## src/hw/rtl/swot_pkg.sv

```systemverilog
// ----------------------------------------------------------------------------
// swot_pkg
// Shared constants and types of the sliding window opening / top-hat block.
// ----------------------------------------------------------------------------
package swot_pkg;

   localparam int MAX_WINDOW  = 32;
   localparam int SAMPLE_BITS = 16;
   localparam int IDX_BITS    = $clog2(MAX_WINDOW);
   localparam int CNT_BITS    = $clog2(MAX_WINDOW + 1);

   typedef logic [SAMPLE_BITS-1:0] sample_type;
   typedef logic [CNT_BITS-1:0]    count_type;
   typedef logic [IDX_BITS-1:0]    index_type;

   typedef struct packed {
      logic       last_result;
      sample_type residual;
      sample_type opened_value;
   } rsp_word_type;

   typedef enum logic {
      ST_RUN,
      ST_FLUSH
   } state_type;

   // 0 acts as 1, anything above the longest window acts as the longest window
   function automatic count_type clamp_window(input count_type w);
      count_type r;
      if (w == count_type'(0)) begin
         r = count_type'(1);
      end else if (w > count_type'(MAX_WINDOW)) begin
         r = count_type'(MAX_WINDOW);
      end else begin
         r = w;
      end
      return r;
   endfunction

endpackage

```

## src/hw/rtl/swot_cell.sv

```systemverilog
// ----------------------------------------------------------------------------
// swot_cell
// One cell of the window row: a delayed sample, the running minimum of the
// samples up to this depth and the running maximum of the erosions up to it.
// ----------------------------------------------------------------------------
module swot_cell (
   input  logic                 clock,
   input  logic                 shift_sample,
   input  logic                 shift_erosion,
   input  swot_pkg::sample_type prev_sample,
   input  swot_pkg::sample_type prev_min,
   input  swot_pkg::sample_type prev_max,
   input  swot_pkg::sample_type new_sample,
   input  swot_pkg::sample_type new_erosion,
   output swot_pkg::sample_type sample,
   output swot_pkg::sample_type run_min,
   output swot_pkg::sample_type run_max
);
   import swot_pkg::*;

   sample_type sample_ff, sample_in;
   sample_type min_ff, min_in;
   sample_type max_ff, max_in;

   always_comb begin
      sample_in = sample_ff;
      min_in    = min_ff;
      max_in    = max_ff;
      if (shift_sample) begin
         sample_in = prev_sample;
         min_in    = (prev_min < new_sample) ? prev_min : new_sample;
      end
      if (shift_erosion) begin
         max_in = (prev_max > new_erosion) ? prev_max : new_erosion;
      end
   end

   always_ff @(posedge clock) begin
      sample_ff <= sample_in;
      min_ff    <= min_in;
      max_ff    <= max_in;
   end

   assign sample  = sample_ff;
   assign run_min = min_ff;
   assign run_max = max_ff;

endmodule

```

## config.mk

```make
export PLATFORM = sky130hd
export DESIGN_NAME = swot_cell
export DESIGN_NICKNAME = d
export VERILOG_FILES = /design/src/hw/rtl/swot_pkg.sv /design/src/hw/rtl/swot_cell.sv
export SDC_FILE = /design/constraint.sdc
export NUM_CORES = 1
export LEC_CHECK = 0
export BUFFER_PORTS_ARGS = -buffer_cell sky130_fd_sc_hd__clkbuf_2
export CAP_MARGIN = 20
export CORE_ASPECT_RATIO = 2
export CORE_MARGIN = 2
export CORE_UTILIZATION = 30
export CTS_CLUSTER_SIZE = 16
export DETAILED_ROUTE_END_ITERATION = 10
export REMOVE_ABC_BUFFERS = 1
export SETUP_SLACK_MARGIN = 0.15
export SYNTH_ARGS = -nofsm -noshare
export SYNTH_HDL_FRONTEND = slang
export SYNTH_SLANG_ARGS = --single-unit
```

## constraint.sdc

```tcl
create_clock -name clock -period 6.8 [get_ports clock]
set_input_delay 1.36 -clock clock [delete_from_list [all_inputs] [get_ports clock]]
set_output_delay 1.36 -clock clock [all_outputs]
set_load 0.02 [all_outputs]
```

## Yosys cells after proc, flatten, opt, wreduce, memory -nomap -nowiden

Index checks and enable logic that the tools add are counted.

- Register bits after elaboration: 48
- Input port bits: 83
- Output and inout port bits: 48
- Word-level logic and storage cells: 7

- $lt $le $gt $ge: 2
- Multiplexer cells: 2

Operators by type and width:

| cell | count |
|---|---|
| $mux 16 | 2 |
| $gt 16x16->1 | 1 |
| $lt 16x16->1 | 1 |

## Depth between registers and ports, before layout

- Word-level depth: 2
- Mapped depth: 9
- Gate-level depth less buffers: 7

## Least setup slack after synthesis

OpenSTA, ideal clock, no wires.

- Path type: input-to-reg
- From: input new_erosion[15]
- To: register max_ff[10] (netlist: run_max[10]) (data pin)
- Setup time: 0.271 ns
- Arrival time: 2.985 ns
- Data required time: 6.529 ns
- Setup slack: 3.544 ns
- Stages: 9
- Path buffers: 2
- Cell sequence: inv_1 > ha_1 > nand4_4 > o21bai_2 > or3_1 > buf_2 > buf_6 > o311ai_1 > o211ai_1

- Word-level cells in the longest chain between the ends: 2

RTL lines:

| element | line | text |
|---|---|---|
| start, declared | swot_cell.sv:14 | `input swot_pkg::sample_type new_erosion,` |
| $gt 16x16->1 | swot_cell.sv:34 | `max_in = (prev_max > new_erosion) ? prev_max : new_erosion;` |
| $mux 16 | swot_cell.sv:34 |  |
| end signal, assigned | swot_cell.sv:41 | `max_ff <= max_in;` |
| end, declared | swot_cell.sv:23 | `sample_type max_ff, max_in;` |

No other way between the ends.
A chain may end at the register's enable or synchronous reset.

## Final worst setup path

- From: input new_erosion[15]
- To: register max_ff[8] (netlist: run_max[8]) (data pin)

The elaborated chain is that of the path after synthesis.

==> impl_metrics.prom <==
# TYPE chip_impl_metric gauge
chip_impl_info{name="status",value="complete, no violations"} 1
chip_impl_metric{name="cell_area_placed",unit="sq um"} 3726
chip_impl_metric{name="grt_max_degree",unit=""} 33
chip_impl_metric{name="maxCapViolCount",unit=""} 0
chip_impl_metric{name="fmaxAchievable",unit="MHz"} 267.6
chip_impl_metric{name="combinationalPowerShare",unit="%"} 24.9
chip_impl_metric{name="detailed_routing_iterations_pass_1",unit=""} 4
chip_impl_metric{name="synth.cell_area",unit="sq um"} 2968
chip_impl_info{name="tritoncts_clock_tree",value="yes"} 1
chip_impl_metric{name="drt-vias-per-instance",unit=""} 5.002
chip_impl_metric{name="clkSlewWorstSetupHoldPaths",unit="ps"} 70
chip_impl_metric{name="critPathArrivalTime",unit="ps"} 3830
chip_impl_metric{name="synth_enable_flop_cells",unit=""} 48
chip_impl_metric{name="setup-tns-final",unit="ps"} 0
chip_impl_metric{name="port-buffer-count",unit=""} 130
chip_impl_metric{name="boundaryPins",unit=""} 131
chip_impl_metric{name="tritoncts.num_buffers",unit=""} 5
chip_impl_metric{name="leakage_component_of_the_power",unit="nW"} 1.766
chip_impl_info{name="hp-class",value="in -> reg"} 1
chip_impl_info{name="critPathKind",value="in -> reg"} 1
chip_impl_metric{name="switchingPower",unit="mW"} 0.2384
chip_impl_metric{name="floorplan.die.height",unit="microns"} 144.7
chip_impl_metric{name="die-width",unit="microns"} 74.33
chip_impl_metric{name="postSynthCellCount",unit=""} 261
chip_impl_metric{name="critPathBufInv",unit=""} 2
chip_impl_metric{name="seq_power_share",unit="%"} 45.2
chip_impl_metric{name="power_per_cell_area",unit="nW/um^2"} 211.7
chip_impl_metric{name="floorplan.rows",unit=""} 51
chip_impl_metric{name="core_region_area",unit="sq um"} 9699
chip_impl_metric{name="vdd_ir_drop_max",unit="uV"} 130.8
chip_impl_metric{name="footprint_of_the_flip_flops_and_latches",unit="sq um"} 1441
chip_impl_metric{name="pwr-share-clk",unit="%"} 29.9
chip_impl_metric{name="internal_power_summed_over_all_cells",unit="mW"} 0.5836
chip_impl_metric{name="power",unit="mW"} 0.8220
chip_impl_metric{name="initial_antenna_violation_count",unit=""} 0
chip_impl_info{name="cpLargestDelayFamily",value="simple AND/OR/NAND/NOR gates"} 1
chip_impl_metric{name="multiInputGateArea",unit="sq um"} 1341
chip_impl_metric{name="yosysSeqAreaShare",unit="%"} 48.57
chip_impl_metric{name="cts.hold.buffers_added",unit=""} 0
chip_impl_metric{name="post-route-period-util",unit="%"} 54.95
chip_impl_metric{name="drt-total-wl",unit="microns"} 7803
chip_impl_metric{name="final-max-slew-violation-count",unit=""} 0
chip_impl_metric{name="htree_depth",unit=""} 2
chip_impl_metric{name="postCtsSetupBuffers",unit=""} 0
chip_impl_metric{name="insertedDiodeCount",unit=""} 0
chip_impl_info{name="critPathCaptureType",value="flip-flop"} 1
chip_impl_metric{name="detail_route.drc_violations",unit=""} 0
chip_impl_metric{name="power.share.switching",unit="%"} 29.00
chip_impl_metric{name="dr_total_vias",unit=""} 2596
chip_impl_metric{name="die_area",unit="sq um"} 10750
chip_impl_metric{name="final_global_route_overflow_total",unit=""} 0
chip_impl_metric{name="post_cts_resized",unit=""} 0
chip_impl_metric{name="finalHoldViolCount",unit=""} 0
chip_impl_metric{name="relative_max_transition_margin",unit="%"} 31.82
chip_impl_metric{name="grt_first_pass_wirelength",unit="microns"} 11750
chip_impl_metric{name="dr_wl_met2",unit="microns"} 4367
chip_impl_metric{name="antenna_violating_nets_post_route",unit=""} 0
chip_impl_metric{name="max-clock-path-buffers",unit=""} 2
chip_impl_info{name="flip_flop_cell_with_the_highest_count_after_synthesis",value="sky130_fd_sc_hd__edfxtp_1"} 1
chip_impl_info{name="path_cells",value="clkbuf_2 -> inv_1 -> ha_1 -> nand4_4 -> nor3_2 -> or3_1 -> o311ai_1 -> o211ai_1"} 1
chip_impl_metric{name="post_layout_minimum_cycle_time",unit="ps"} 3737
chip_impl_metric{name="routedLengthMet1",unit="microns"} 2612
chip_impl_metric{name="effective_utilization_at_floorplan",unit="%"} 30.60
chip_impl_metric{name="grt_usage",unit="%"} 14.32
chip_impl_metric{name="postSynth.asyncResetShare",unit="%"} 0
chip_impl_metric{name="grt_pass1_vias",unit=""} 2543
chip_impl_metric{name="dp_hpwl",unit="microns"} 6473
chip_impl_info{name="root_buffer",value="sky130_fd_sc_hd__clkbuf_16"} 1
chip_impl_metric{name="place_congestion",unit=""} 0.8218
chip_impl_info{name="critical-path-slowest-cell",value="sky130_fd_sc_hd__nor3_2"} 1
chip_impl_metric{name="n_fill_cell",unit=""} 1005
chip_impl_metric{name="layout.nets",unit=""} 500
chip_impl_metric{name="report.final.setup_viol",unit=""} 0
chip_impl_metric{name="area_growth_syn_to_layout",unit="%"} 30.82
chip_impl_metric{name="met3_length",unit="microns"} 480
chip_impl_info{name="highest-signal-layer",value="met4"} 1
chip_impl_metric{name="syn_area_per_cell",unit="sq um"} 11.37
chip_impl_metric{name="clock-sinks",unit=""} 48
chip_impl_info{name="crit_path_start_kind",value="input pin"} 1
chip_impl_metric{name="timing_worst_slew_pin_value",unit="ps"} 1017
chip_impl_metric{name="drive_above_1_share",unit="%"} 41.86
chip_impl_metric{name="critical_path_peak_fanout",unit=""} 17
chip_impl_metric{name="critical_path.max_stage_delay",unit="ps"} 860
chip_impl_metric{name="ys_ff_latch",unit=""} 48
chip_impl_metric{name="drt_first_iter_violations",unit=""} 74
chip_impl_metric{name="synth_cell_type_count",unit=""} 33
chip_impl_metric{name="routed_wire_per_std_cell",unit="microns"} 15.03
chip_impl_metric{name="timing.critical_path.required",unit="ps"} 6900
chip_impl_metric{name="layout.cell_area.non_filler",unit="sq um"} 3882
chip_impl_info{name="grt_setup_unrepaired",value="no"} 1
chip_impl_metric{name="synthesis.yosys.warnings",unit=""} 0
[cells by family after synthesis]
logic type,synth area share [%]
buffers and inverters,6.240
adders and majority gates,13.07
DFF,48.57
AOI/OAI and AO/OA,13.41
and+or+nand+nor,12.65
muxes,6.071
[placed cells by master, fill, tap and decap left out, types with 2 or more instances in the layout]
| cell type | netlist | final |
|---|---|---|
| sky130_fd_sc_hd__clkinvlp_4 | 0 | 2 |
| sky130_fd_sc_hd__and4_1 | 2 | 2 |
| sky130_fd_sc_hd__nor4_1 | 15 | 15 |
| sky130_fd_sc_hd__nor2_1 | 4 | 4 |
| sky130_fd_sc_hd__a21oi_1 | 11 | 11 |
| sky130_fd_sc_hd__o21ai_0 | 3 | 3 |
| sky130_fd_sc_hd__clkbuf_2 | 0 | 130 |
| sky130_fd_sc_hd__mux2_2 | 16 | 16 |
| sky130_fd_sc_hd__inv_1 | 32 | 32 |
| sky130_fd_sc_hd__nand2_1 | 15 | 15 |
| sky130_fd_sc_hd__edfxtp_1 | 48 | 48 |
| sky130_fd_sc_hd__o211ai_1 | 15 | 15 |
| sky130_fd_sc_hd__clkbuf_16 | 0 | 5 |
| sky130_fd_sc_hd__o311ai_1 | 16 | 16 |
| sky130_fd_sc_hd__nand3_1 | 19 | 19 |
| sky130_fd_sc_hd__o21ai_1 | 3 | 3 |
| sky130_fd_sc_hd__buf_4 | 0 | 2 |
| sky130_fd_sc_hd__nand4_1 | 2 | 2 |
| sky130_fd_sc_hd__ha_1 | 31 | 31 |
[power by group through the flow]
stage               clock network (mW)  logic (mW)  registers (mW)
detailed placement                   0       0.207           0.379
CTS                              0.254       0.207           0.372
finish                           0.246       0.205           0.371
global placement                     0       0.203           0.378
global route                     0.264       0.226           0.375
floorplan                            0      0.0833           0.418
[final timing paths]
path	from	end	slack, ps	cells after the start
worst max-delay path	new_erosion[15]	run_max[8]$_DFFE_PP_	3060	8
worst min-delay path	prev_sample[1]	sample[1]$_DFFE_PP_	1250	1
[through the flow]
stage	worst slack, ps	util (%)	hold slack [ps]	instances
final	3063	40.03	1245	519
after global routing	2834	40.03	1233	519
after global placement	2829	38.42	1538	510
after CTS	3080	39.95	1237	518
after floorplan	3425	-	1459	247
after detailed placement	2752	38.42	1539	510
[cells in the mapped netlist (2+ instances only)]
cell / n / area (sq um)
sky130_fd_sc_hd__nand4_1: 2 / 12.51
sky130_fd_sc_hd__a21oi_1: 11 / 55.05
sky130_fd_sc_hd__mux2_2: 16 / 180.2
sky130_fd_sc_hd__inv_1: 32 / 120.1
sky130_fd_sc_hd__nand2_1: 15 / 56.30
sky130_fd_sc_hd__ha_1: 31 / 387.9
sky130_fd_sc_hd__o211ai_1: 15 / 112.6
sky130_fd_sc_hd__buf_2: 4 / 20.02
sky130_fd_sc_hd__clkbuf_1: 9 / 33.78
sky130_fd_sc_hd__edfxtp_1: 48 / 1441
sky130_fd_sc_hd__and4_1: 2 / 17.52
sky130_fd_sc_hd__o21ai_0: 3 / 15.01
sky130_fd_sc_hd__o311ai_1: 16 / 140.1
sky130_fd_sc_hd__nand3_1: 19 / 95.09
sky130_fd_sc_hd__o21ai_1: 3 / 15.01
sky130_fd_sc_hd__nor2_1: 4 / 15.01
sky130_fd_sc_hd__nor4_1: 15 / 93.84
[sequential cells by signal, indices dropped and copies added, names as in the netlist]
signal / cells
run_max: 16
sample: 16
run_min: 16
[layout make-up]
type | instances | share of cell area (%)
Inverter | 32 | 3.094
Sequential cell | 48 | 37.13
Tap cell | 132 | 4.254
Clock buffer | 5 | 3.223
Clock inverter | 3 | 0.6123
Timing Repair Buffer | 132 | 17.14
Multi-Input combinational cell | 167 | 34.55
[layer usage]
layer | track usage, % | vias up
met1 | 13.52 | 1199
met3 | 1.939 | 19
met2 | 27.68 | 115
met4 | 8.647 | 0
met5 | 0 | -
li1 | - | 1263
Note: power is estimated with default switching activity, not from simulation.
