**src/hw/rtl/swot_pkg.sv**
```systemverilog
// ----------------------------------------------------------------------------
// swot_pkg
// Shared constants and types of the sliding window opening / top-hat block.
// ----------------------------------------------------------------------------
package swot_pkg;

   localparam int MAX_WINDOW  = 32;
   localparam int SAMPLE_BITS = 16;
   localparam int IDX_BITS    = $clog2(MAX_WINDOW);
   localparam int CNT_BITS    = $clog2(MAX_WINDOW + 1);

   typedef logic [SAMPLE_BITS-1:0] sample_type;
   typedef logic [CNT_BITS-1:0]    count_type;
   typedef logic [IDX_BITS-1:0]    index_type;

   typedef struct packed {
      logic       last_result;
      sample_type residual;
      sample_type opened_value;
   } rsp_word_type;

   typedef enum logic {
      ST_RUN,
      ST_FLUSH
   } state_type;

   // 0 acts as 1, anything above the longest window acts as the longest window
   function automatic count_type clamp_window(input count_type w);
      count_type r;
      if (w == count_type'(0)) begin
         r = count_type'(1);
      end else if (w > count_type'(MAX_WINDOW)) begin
         r = count_type'(MAX_WINDOW);
      end else begin
         r = w;
      end
      return r;
   endfunction

endpackage

```
**src/hw/rtl/swot_out_buf.sv**
```systemverilog
// ----------------------------------------------------------------------------
// swot_out_buf
// Two-word result buffer between the cell row and the result channel.
// ----------------------------------------------------------------------------
module swot_out_buf (
   input  logic                   clock,
   input  logic                   reset,
   input  logic                   push,
   input  swot_pkg::rsp_word_type push_word,
   output logic                   full,
   output logic                   rsp_tvalid,
   input  logic                   rsp_tready,
   output swot_pkg::rsp_word_type rsp_word
);
   import swot_pkg::*;

   rsp_word_type data_ff[2];
   rsp_word_type data_in[2];
   logic [1:0]   count_ff, count_in;
   logic         pop;
   logic         wr_idx;

   assign pop = rsp_tvalid && rsp_tready;

   always_comb begin
      data_in[0] = data_ff[0];
      data_in[1] = data_ff[1];
      count_in   = count_ff;
      wr_idx     = 1'b0;
      if (pop) begin
         data_in[0] = data_ff[1];
      end
      if (push) begin
         wr_idx          = (count_ff == 2'd1) && !pop;
         data_in[wr_idx] = push_word;
      end
      case ({push, pop})
         2'b10:   count_in = count_ff + 2'd1;
         2'b01:   count_in = count_ff - 2'd1;
         default: count_in = count_ff;
      endcase
   end

   always_ff @(posedge clock) begin
      if (reset) begin
         count_ff <= 2'd0;
      end else begin
         count_ff <= count_in;
      end
   end

   always_ff @(posedge clock) begin
      data_ff[0] <= data_in[0];
      data_ff[1] <= data_in[1];
   end

   assign full       = (count_ff == 2'd2);
   assign rsp_tvalid = (count_ff != 2'd0);
   assign rsp_word   = data_ff[0];

`ifndef SYNTHESIS
   a_no_overflow : assert property (@(posedge clock) disable iff (reset)
      full |-> !push)
      else $error("result buffer written while full");
   a_count_range : assert property (@(posedge clock) disable iff (reset)
      count_ff != 2'd3)
      else $error("result buffer count out of range");
   a_head_hold : assert property (@(posedge clock) disable iff (reset)
      (rsp_tvalid && !rsp_tready && count_ff == 2'd2) |=> $stable(rsp_word))
      else $error("stalled result word changed");
`endif

endmodule

```
**config.mk**
```make
export PLATFORM = sky130hd
export DESIGN_NAME = swot_out_buf
export DESIGN_NICKNAME = d
export VERILOG_FILES = /design/src/hw/rtl/swot_pkg.sv /design/src/hw/rtl/swot_out_buf.sv
export SDC_FILE = /design/constraint.sdc
export NUM_CORES = 1
export LEC_CHECK = 0
export BUFFER_PORTS_ARGS = -buffer_cell sky130_fd_sc_hd__buf_2
export CAP_MARGIN = 20
export CORE_MARGIN = 5
export CORE_UTILIZATION = 48
export DETAILED_ROUTE_END_ITERATION = 16
export GPL_TIMING_DRIVEN = 0
export HOLD_SLACK_MARGIN = 0.15
export PLACE_DENSITY = 0.76
export SYNTH_ARGS = -nofsm -noshare
export SYNTH_HDL_FRONTEND = slang
export SYNTH_SLANG_ARGS = --single-unit
```
**constraint.sdc**
```tcl
create_clock -name clock -period 2.1 [get_ports clock]
set_input_delay 0.42 -clock clock [delete_from_list [all_inputs] [get_ports clock]]
set_output_delay 0.42 -clock clock [all_outputs]
set_load 0.01 [all_outputs]
```
# After elaboration in Yosys (flattened, before gate mapping)
# Memories as Yosys holds them, arrays and structs flattened.
# Cells that the tools add are included.
[classes] n_bitwise=1 eq_ne=4 n_lt_le_gt_ge=2 muxes=6 add_sub_neg=2 reduce_logical=6
[op_table] cell="$bwmux W66" n=1
[op_table] cell="$mux W33" n=2
[op_table] cell="$mux W66" n=1
[op_table] cell="$demux W33 S1" n=1
[op_table] cell="$eq A2 B1 Y1 const B" n=2
[op_table] cell="$eq A2 B2 Y1 const B" n=2
[op_table] cell="$pmux W2 S2" n=1
[op_table] cell="$reduce_bool A2 Y1" n=2
[op_table] cell="$logic_and A1 B1 Y1" n=3
[op_table] cell="$add A2 B1 Y2 const B" n=1
[op_table] cell="$ge A2 B2 Y1 const B" n=1
[op_table] cell="$lt A2 B1 Y1 const B" n=1
[op_table] cell="$not A1 Y2" n=1
[op_table] cell="$sub A2 B1 Y2 const B" n=1
[op_table] cell="$logic_not A1 Y1" n=1
[totals] mem_count=1 register_bits=2 ram_bits=66 output_inout_bits=35 in_bits=37
[memory_table] memory="data_ff" depth=2 width=33 rd=2 rd_clocked_by_memory_dff=0 write_ports=2 line="swot_out_buf.sv:17" source="rsp_word_type data_ff[2];"

# Longest topological paths before layout
# Gate-level depths: netlist of the first run.
[depth] depth_word=11 ltp_mapped=7 depth_no_buf=5

# Worst setup path after synthesis of the first run
# OpenSTA, ideal clock, no wires.
[synth_timing] path_kind="register to register" start="reg count_ff[0]" end="reg with a tool-made name" synth_period_minus_slack_ns=2.257 setup_slack_ns=-0.157 n_path_buf=2 t_arrival_ns=1.863 setup_time_ns=0.393 stages_incl_launch_ff=7 path_cell_list="dfxtp_1 inv_1 ha_1 nand2b_4 buf_6 buf_6 and3_1"
[synth_rtl] element="start: declaration" line="swot_out_buf.sv:19" source="logic [1:0] count_ff, count_in;"
[synth_rtl] element="start signal: assignment" line="swot_out_buf.sv:48" source="count_ff <= count_in;"

==> impl_metrics.env, run 1 <==
export IMPL_outcome="finished, final reports clean"
export IMPL_ant_nets=0
export IMPL_internal_power_mw=3.47
export IMPL_switching_share_pct=27.2
export IMPL_power_frac_comb_pct=40.8
export IMPL_port_buffers=71
export IMPL_crit_type="reg2reg"
export IMPL_switchingPower_mw=1.30
export IMPL_final_common_cell="buf_2"
export IMPL_dpl_hpwl_mm=3.38
export IMPL_layout_drive_gt1_share_pct=69.9
export IMPL_yosys_warnings=0
export IMPL_finalPower_mw=4.76
export IMPL_drt_initial_drc_count=61
export IMPL_initial_core_util_pct=50.2
export IMPL_min_period_ns=1.94
export IMPL_arrival_ns=1.92
export IMPL_route_detailed_drc=0
export IMPL_rsz0062_at_grt="no"
export IMPL_syn_nets=234
export IMPL_worst_pin_slew_ns=0.422
export IMPL_synth_area_leader_cell="edfxtp_1"
export IMPL_rows=28
export IMPL_grt_pass1_wl_mm=7.57
export IMPL_cts_tree="built"
export IMPL_drt_pass1_iterations=4
export IMPL_final_util_pct=60.7
export IMPL_start_kind="flop"
export IMPL_synth_seq_area_share_pct=56.3
export IMPL_placed_area_um2=3460
export IMPL_numCtsBuffers=9
export IMPL_grt_pass1_vias=1718
export IMPL_die_h_um=89.1
export IMPL_antenna_found_initial=0
export IMPL_drv_slew=0
export IMPL_syn_avg_cell_area_um2=15.5
export IMPL_synthesis_area_um2=3010
export IMPL_clkSinkCount=68
export IMPL_maxClockFrequency_mhz=515
export IMPL_hp_class="in2reg"
export IMPL_cts_buffer_depth=2
export IMPL_grt_usage_pct=12.8
export IMPL_path_clk_slew_ns=0.07
export IMPL_root_buffer="clkbuf_8"
export IMPL_overflow=0
export IMPL_pwr_density_cell_nw_per_um2=1310
export IMPL_finalSetupViolCount=0
export IMPL_clock_latency_ns=0.32
export IMPL_seqPwrFrac_pct=40.2
export IMPL_irDropWorstVdd_mv=0.601
export IMPL_finalClockSkew_ns=0.00701
export IMPL_gp_congestion=0.654
export IMPL_h_tree_depth=3
export IMPL_yosysUniqueCellTypes=19
export IMPL_grt_start_max_net_pins=34
export IMPL_finalCritPeriodShare_pct=92.5
export IMPL_ys_ff_latch=68
export IMPL_io_pins=72
export IMPL_vias=1624
export IMPL_diodes=0
export IMPL_netlist_instances=194
export IMPL_core_um2=5990
export IMPL_area_growth_pct=21.0
export IMPL_die_area_um2=7940
export IMPL_die_x_um=89.1
export IMPL_hold_viol_final=0
export IMPL_worst_setup_path_end_kind="flop"
export IMPL_pwr_share_clk_pct=19.0
export IMPL_routedWlPerCell_um=13.8
export IMPL_drt_total_wl_mm=4.92
export IMPL_drv_cap=0
export IMPL_vias_per_cell=4.55
export IMPL_relSlewSlack_pct=71.9
export IMPL_reg2reg_slack_ns=0.16
export IMPL_crit_required_ns=2.08
export IMPL_fin_area_um2=3640
export IMPL_yosys_top_cells_area="edfxtp_1 (33%), dfxtp_1 (23%), mux2_2 (14%), mux2_4 (14%), buf_4 (9.0%)"
export IMPL_crit_fanout=16
export IMPL_cts_hold_buffers=0
export IMPL_power_static_leakage_nw=1.65
export IMPL_final_cell_mix="buf_2 (71), mux2_2 (38), buf_4 (36)"
export IMPL_nets=317
export IMPL_synth_top_area_share_pct=33.0
-- path summary, 6_finish.rpt --
check	startpoint	endpoint	cells past startpoint
setup / recovery	count_ff[0]$_SDFFE_PP0P_	flop	6
hold / removal	push_word[21]	flop	1
setup reg to reg	count_ff[0]$_SDFFE_PP0P_	flop	6
hold reg to reg	count_ff[1]$_SDFFE_PP0P_	count_ff[1]$_SDFFE_PP0P_	2
-- cell usage after synthesis (all sizes together) --
cell,count
edfxtp,33
and3,1
ha,3
buf,40
nor2,3
dfxtp,35
xnor2,1
o21ai,1
inv,4
mux2,67
and2,1
nor2b,1
o22ai,1
mux2i,1
nand2b,2
-- logic make-up (layout without fill, tap and decap cells) --
family	Yosys count	after routing	synth area share (%)
AOI/OAI and AO/OA	2	2	0.500
buffers and inverters	44	131	11.0
xor gates and xnor gates	1	1	0.291
adders and majority gates	3	3	1.25
and+or+nand+nor	8	9	1.75
DFF	68	68	56.3
muxes	68	68	28.9
-- worst max-delay path, cell delays in order (launching register included) --
cell and delay, ns:
dfxtp_1 0.33, inv_1 0.10, ha_1 0.22, nand2b_4 0.14, buf_6 0.13, buf_6 0.19, and3_2 0.48
-- power by group through the flow --
| stage | clock [mW] | combinational, mW | sequential (mW) |
|---|---|---|---|
| floorplan | 0 | 1.51 | 1.91 |
| global placement | 0 | 1.93 | 1.94 |
| detailed placement | 0 | 1.95 | 1.95 |
| CTS | 0.935 | 1.97 | 1.92 |
| global route | 1.01 | 2.11 | 1.96 |
| finish | 0.905 | 1.94 | 1.92 |
-- metal layers --
metal  vias up  part of all wire (%)  GRT usage [%]
li1        824                     -              -
met1       753                    43           15.2
met2        43                    51           20.9
met3         4                   5.2           4.88
met4         0                  0.85           4.87
met5         -                     0              0
-- final cells by class --
cell class	instances	area, µm²
plain buffers	40	315
clock buffers	11	141
flip-flops and latches	68	1690
well taps	75	93.8
clock inverters	5	27.5
multi-input cells	83	996
inverters	4	15.0
repair buffers	71	355
fillers	499	2350
-- through the flow --
stage	setup WS (ns)	hold WS, ns	cells	setup TNS [ns]
floorplan	0.186	0.478	194	0
global placement	-0.154	0.499	340	-5.04
detailed placement	-0.172	0.507	340	-5.64
CTS	0.0707	0.269	356	0
global route	0.0380	0.251	357	0
finish	0.158	0.283	357	0
-- repair_timing --
item | CTS | global route
setup endpoints to repair | 33 | 1
cloned | 0 | 1
buffers inserted | 0 | 0
gates resized for setup | 1 | 0
pin swaps | 0 | 1
(Power assumes the default switching activity.)
==> inputs of run 2 (changes only) <==
--- a/config.mk
+++ b/config.mk
@@ -14,4 +14,5 @@
 export HOLD_SLACK_MARGIN = 0.15
 export PLACE_DENSITY = 0.76
+export SLEW_MARGIN = 25
 export SYNTH_ARGS = -nofsm -noshare
 export SYNTH_HDL_FRONTEND = slang
==> constraint.sdc (replaced) <==
create_clock -name clock -period 2.1 [get_ports clock]
set_input_delay 0.21 -clock clock [delete_from_list [all_inputs] [get_ports clock]]
set_output_delay 0.21 -clock clock [all_outputs]
set_load 0.01 [all_outputs]
==> impl_metrics.env, run 2 (synthesis results as in run 1) <==
export IMPL_reg2reg_depth=6
export IMPL_routedWlPerCell_um=14.0
export IMPL_min_period_ns=1.96
export IMPL_hold_viol_final=0
export IMPL_core_um2=5990
export IMPL_vias_per_cell=4.51
export IMPL_power_static_leakage_nw=1.79
export IMPL_min_delay_path_depth=3
export IMPL_crit_buf_inv=3
export IMPL_min_delay_start="push"
export IMPL_h_tree_depth=3
export IMPL_fillers=469
export IMPL_final_cell_mix="buf_2 (71), mux2_2 (38), buf_4 (36)"
export IMPL_reg2reg_slack_ns=0.14
export IMPL_slowest_stage="and3_2"
export IMPL_cts_buffer_depth=2
export IMPL_drt_initial_drc_count=38
export IMPL_path_delay_family="simple AND/OR/NAND/NOR gates"
export IMPL_finalSetupViolCount=0
export IMPL_route_detailed_drc=0
export IMPL_ant_nets=0
export IMPL_grt_usage_pct=14.3
export IMPL_cts_tree="built"
export IMPL_critPathMostFrequentCell="buf_6"
export IMPL_worst_setup_path_end_kind="flop"
export IMPL_nets=351
export IMPL_hp_class="in2reg"
export IMPL_finalCritPeriodShare_pct=93.4
export IMPL_rsz0062_at_grt="no"
export IMPL_diodes=0
export IMPL_finalPower_mw=4.83
export IMPL_irDropWorstVdd_mv=0.602
export IMPL_die_h_um=89.1
export IMPL_rows=28
export IMPL_arrival_ns=1.94
export IMPL_drv_cap=0
export IMPL_die_area_um2=7940
export IMPL_final_common_cell="buf_2"
export IMPL_vias=1764
export IMPL_dpl_hpwl_mm=3.38
export IMPL_clkSinkCount=68
export IMPL_setup_tns_ns=0
export IMPL_root_buffer="clkbuf_8"
export IMPL_clock_latency_ns=0.32
export IMPL_holdPathEnd="count_ff[1]$_SDFFE_PP0P_"
export IMPL_final_util_pct=66.4
export IMPL_drv_slew=0
export IMPL_timing_rr_start="count_ff[0]$_SDFFE_PP0P_"
export IMPL_initial_core_util_pct=50.2
export IMPL_multi_input_area_um2=996
export IMPL_drt_total_wl_mm=5.47
export IMPL_path_clk_slew_ns=0.07
export IMPL_layout_drive_gt1_share_pct=62.3
export IMPL_crit_chain="inv_1 > ha_1 > nand2b_4 > buf_6 > buf_6 > and3_2"
export IMPL_grt_start_max_net_pins=34
export IMPL_area_growth_pct=32.3
export IMPL_antenna_found_initial=0
export IMPL_die_x_um=89.1
export IMPL_numCtsBuffers=9
export IMPL_relSlewSlack_pct=70.7
export IMPL_overflow=0
export IMPL_grt_pass1_wl_mm=8.56
export IMPL_io_pins=72
export IMPL_grt_pass1_vias=1898
export IMPL_maxClockFrequency_mhz=510
export IMPL_gp_congestion=0.654
export IMPL_crit_fanout=16
export IMPL_regArea_um2=1690
export IMPL_port_buffers=71
export IMPL_crit_required_ns=2.08
export IMPL_drt_pass1_iterations=4
export IMPL_crit_type="reg2reg"
export IMPL_worst_pin_slew_ns=0.439
export IMPL_start_kind="flop"
export IMPL_outcome="finished, final reports clean"
export IMPL_cpPeakStageDelay_ns=0.50
export IMPL_pwr_density_cell_nw_per_um2=1210
export IMPL_finalClockSkew_ns=0.00747
[run 2: cell types whose count changed in the layout (fill, tap and decap cells not counted)]
cell,before,now
dlygate4sd3_1,0,34
[run 2: layout make-up]
type,instances,area share [%]
plain buffers,40,7.93
repair buffers,105,17.5
well taps,75,2.36
multi-input cells,83,25.0
clock buffers,11,3.56
inverters,4,0.378
flip-flops and latches,68,42.5
clock inverters,5,0.692
[run 2: worst max-delay path by stage]
stage                                         from  endpoint  cells past startpoint
after floorplan           count_ff[0]$_SDFFE_PP0P_      flop                      6
after global placement    count_ff[0]$_SDFFE_PP0P_      flop                      6
after detailed placement  count_ff[0]$_SDFFE_PP0P_      flop                      6
after CTS                 count_ff[0]$_SDFFE_PP0P_      flop                      6
after global routing      count_ff[0]$_SDFFE_PP0P_      flop                      6
final                     count_ff[0]$_SDFFE_PP0P_      flop                      6
[run 2: what timing repair did]
item | in CTS | in global routing
endpoints found under the setup margin | 33 | 12
resized for setup | 1 | 0
endpoints found under the hold margin | 67 | 0
cloned | 0 | 1
hold buffers | 34 | 0
pin swaps | 0 | 1
setup buffers | 0 | 0
[run 2: layer usage]
layer / vias to the layer above / GRT usage (%) / wire, µm
li1: 893 / - / -
met1: 826 / 16.8 / 2330
met2: 41 / 24.6 / 2870
met3: 4 / 4.61 / 227
met4: 0 / 5.01 / 38
met5: - / 0 / 0
[run 2: tightest hold or removal path, stage by stage]
cell	delay, ns
buf_2	0.16
xnor2_1	0.13
o22ai_1	0.11
[run 2: power breakdown]
group	internal, mW	leakage (nW)	switching, mW
clock network	0.453	0.0889	0.455
registers	1.76	0.596	0.157
logic	1.29	1.11	0.709
total	3.51	1.79	1.32
[run 2: stage by stage]
stage	instance area [µm²]	cells	hold WS (ns)	worst slack [ns]
floorplan	3010	194	0.309	0.186
global placement	3460	340	0.399	-0.154
detailed placement	3460	340	0.402	-0.172
CTS	3970	390	0.284	0.0707
global route	3980	391	0.362	0.0485
finish	3980	391	0.326	0.139
==> inputs of run 3 (changes only) <==
CORE_UTILIZATION = 53   (was 48)
PLACE_DENSITY = 0.79   (was 0.76)
RECOVER_POWER = 25   (was default)
clock period = 2 ns   (was 2.1 ns; I/O delays follow)
==> impl_metrics.env, run 3 (synthesis results as in run 1) <==
export IMPL_area_growth_pct=34.1
export IMPL_rows=27
export IMPL_crit_fanout=17
export IMPL_port_buffers=71
export IMPL_rsz0062_at_grt="no"
export IMPL_gp_congestion=0.683
export IMPL_fillers=387
export IMPL_min_period_ns=1.81
export IMPL_drv_cap=0
export IMPL_setup_tns_ns=0
export IMPL_multi_input_area_um2=1000
export IMPL_ant_nets=0
export IMPL_antenna_found_initial=0
export IMPL_finalSetupViolCount=0
export IMPL_drt_total_wl_mm=5.51
export IMPL_nets=351
export IMPL_diodes=0
export IMPL_cts_buffer_depth=2
export IMPL_die_h_um=85.3
export IMPL_cts_setup_buffers=0
export IMPL_final_common_cell="buf_2"
export IMPL_grt_util_met1_pct=16.9
export IMPL_initial_core_util_pct=54.6
export IMPL_power_static_leakage_nw=1.77
export IMPL_maxClockFrequency_mhz=553
export IMPL_route_detailed_drc=0
export IMPL_final_util_pct=73.2
export IMPL_irDropWorstVdd_mv=0.820
export IMPL_arrival_ns=1.82
export IMPL_grt_pass1_wl_mm=8.65
export IMPL_final_cell_mix="buf_2 (51), mux2_2 (38), buf_4 (36)"
export IMPL_finalCritPeriodShare_pct=90.4
export IMPL_path_clk_slew_ns=0.07
export IMPL_outcome="finished, final reports clean"
export IMPL_cts_tree="built"
export IMPL_finalPower_mw=5.49
export IMPL_hold_viol_final=0
export IMPL_post_place_ws_ns=-0.257
export IMPL_relSlewSlack_pct=77.5
export IMPL_overflow=0
export IMPL_grt_usage_pct=15.9
export IMPL_hp_class="in2reg"
export IMPL_dpl_hpwl_mm=3.24
export IMPL_vias=1783
export IMPL_post_route_worst_setup_slack_ns=0.191
export IMPL_grt_use_met2_pct=29.1
export IMPL_grt_pass1_vias=1872
export IMPL_vias_per_cell=4.60
export IMPL_grtUsageMet3_pct=3.30
export IMPL_root_buffer="clkbuf_8"
export IMPL_regArea_um2=1690
export IMPL_pwr_density_cell_nw_per_um2=1360
export IMPL_routedWlPerCell_um=14.2
export IMPL_worst_pin_slew_ns=0.337
export IMPL_finalClockSkew_ns=0.00869
export IMPL_crit_type="reg2reg"
export IMPL_clock_latency_ns=0.34
export IMPL_start_kind="flop"
export IMPL_die_x_um=85.3
export IMPL_clkSinkCount=68
export IMPL_h_tree_depth=3
export IMPL_worst_setup_path_end_kind="flop"
export IMPL_layout_drive_gt1_share_pct=56.3
export IMPL_grt_start_max_net_pins=18
export IMPL_numCtsBuffers=9
export IMPL_io_pins=72
export IMPL_drt_pass1_iterations=4
export IMPL_crit_required_ns=2.01
export IMPL_core_um2=5510
export IMPL_top_usage_layer="met2"
export IMPL_drt_initial_drc_count=58
export IMPL_die_area_um2=7280
export IMPL_drv_slew=0
run 3: cell count changes in the layout (fill, tap and decap cells not counted):
cell,before,now
clkinv_2,4,1
and3_2,1,0
clkinv_4,0,1
bufinv_16,0,3
and3_4,1,2
clkbuf_1,1,20
buf_2,71,51
run 3: layout make-up:
| cell class | count | share of cell area [%] |
|---|---|---|
| multi-input combinational | 83 | 24.8 |
| timing repair buffer | 105 | 16.6 |
| clock buffer | 10 | 3.41 |
| tap | 72 | 2.23 |
| sequential | 68 | 42.0 |
| buffer | 40 | 7.82 |
| inverter | 4 | 0.372 |
| clock inverter | 6 | 2.76 |
run 3: worst max-delay path: stages, from the launching register on:
cell and delay (ns):
dfxtp_1 0.33, inv_1 0.11, ha_1 0.22, nand2b_4 0.14, buf_6 0.13, buf_6 0.19
and3_4 0.38
run 3: worst paths after layout:
path                                  from                       end  slack, ns  cells after the start
hold / removal                        push  count_ff[1]$_SDFFE_PP0P_       0.31                      3
setup reg to reg  count_ff[0]$_SDFFE_PP0P_                      flop       0.19                      6
setup / recovery  count_ff[0]$_SDFFE_PP0P_                      flop       0.19                      6
hold reg to reg   count_ff[1]$_SDFFE_PP0P_  count_ff[1]$_SDFFE_PP0P_       0.52                      2
run 3: routing by layer:
metal | vias up | share of wire [%]
li1 | 892 | -
met2 | 41 | 55
met5 | - | 0
met4 | 0 | 2.0
met1 | 841 | 39
met3 | 9 | 4.1
run 3: report_power, final:
part           switching, mW  internal [mW]
clock                  0.504          0.862
combinational          0.755           1.35
sequential             0.165           1.85
total                   1.42           4.07
run 3: timing repair:
action	4_1_cts	5_1_grt
endpoints found under the hold margin	67	0
gates resized for setup	1	1
pin swaps	1	0
cloned	1	0
hold buffers	34	0
endpoints found under the setup margin	33	16
run 3: per-stage QoR:
stage               instances  instance area (µm²)  hold WS, ns
floorplan                 194                 3010        0.299
global placement          337                 3450        0.389
detailed placement        337                 3450        0.391
CTS                       388                 4050        0.296
global route              388                 4030        0.345
finish                    388                 4030        0.307
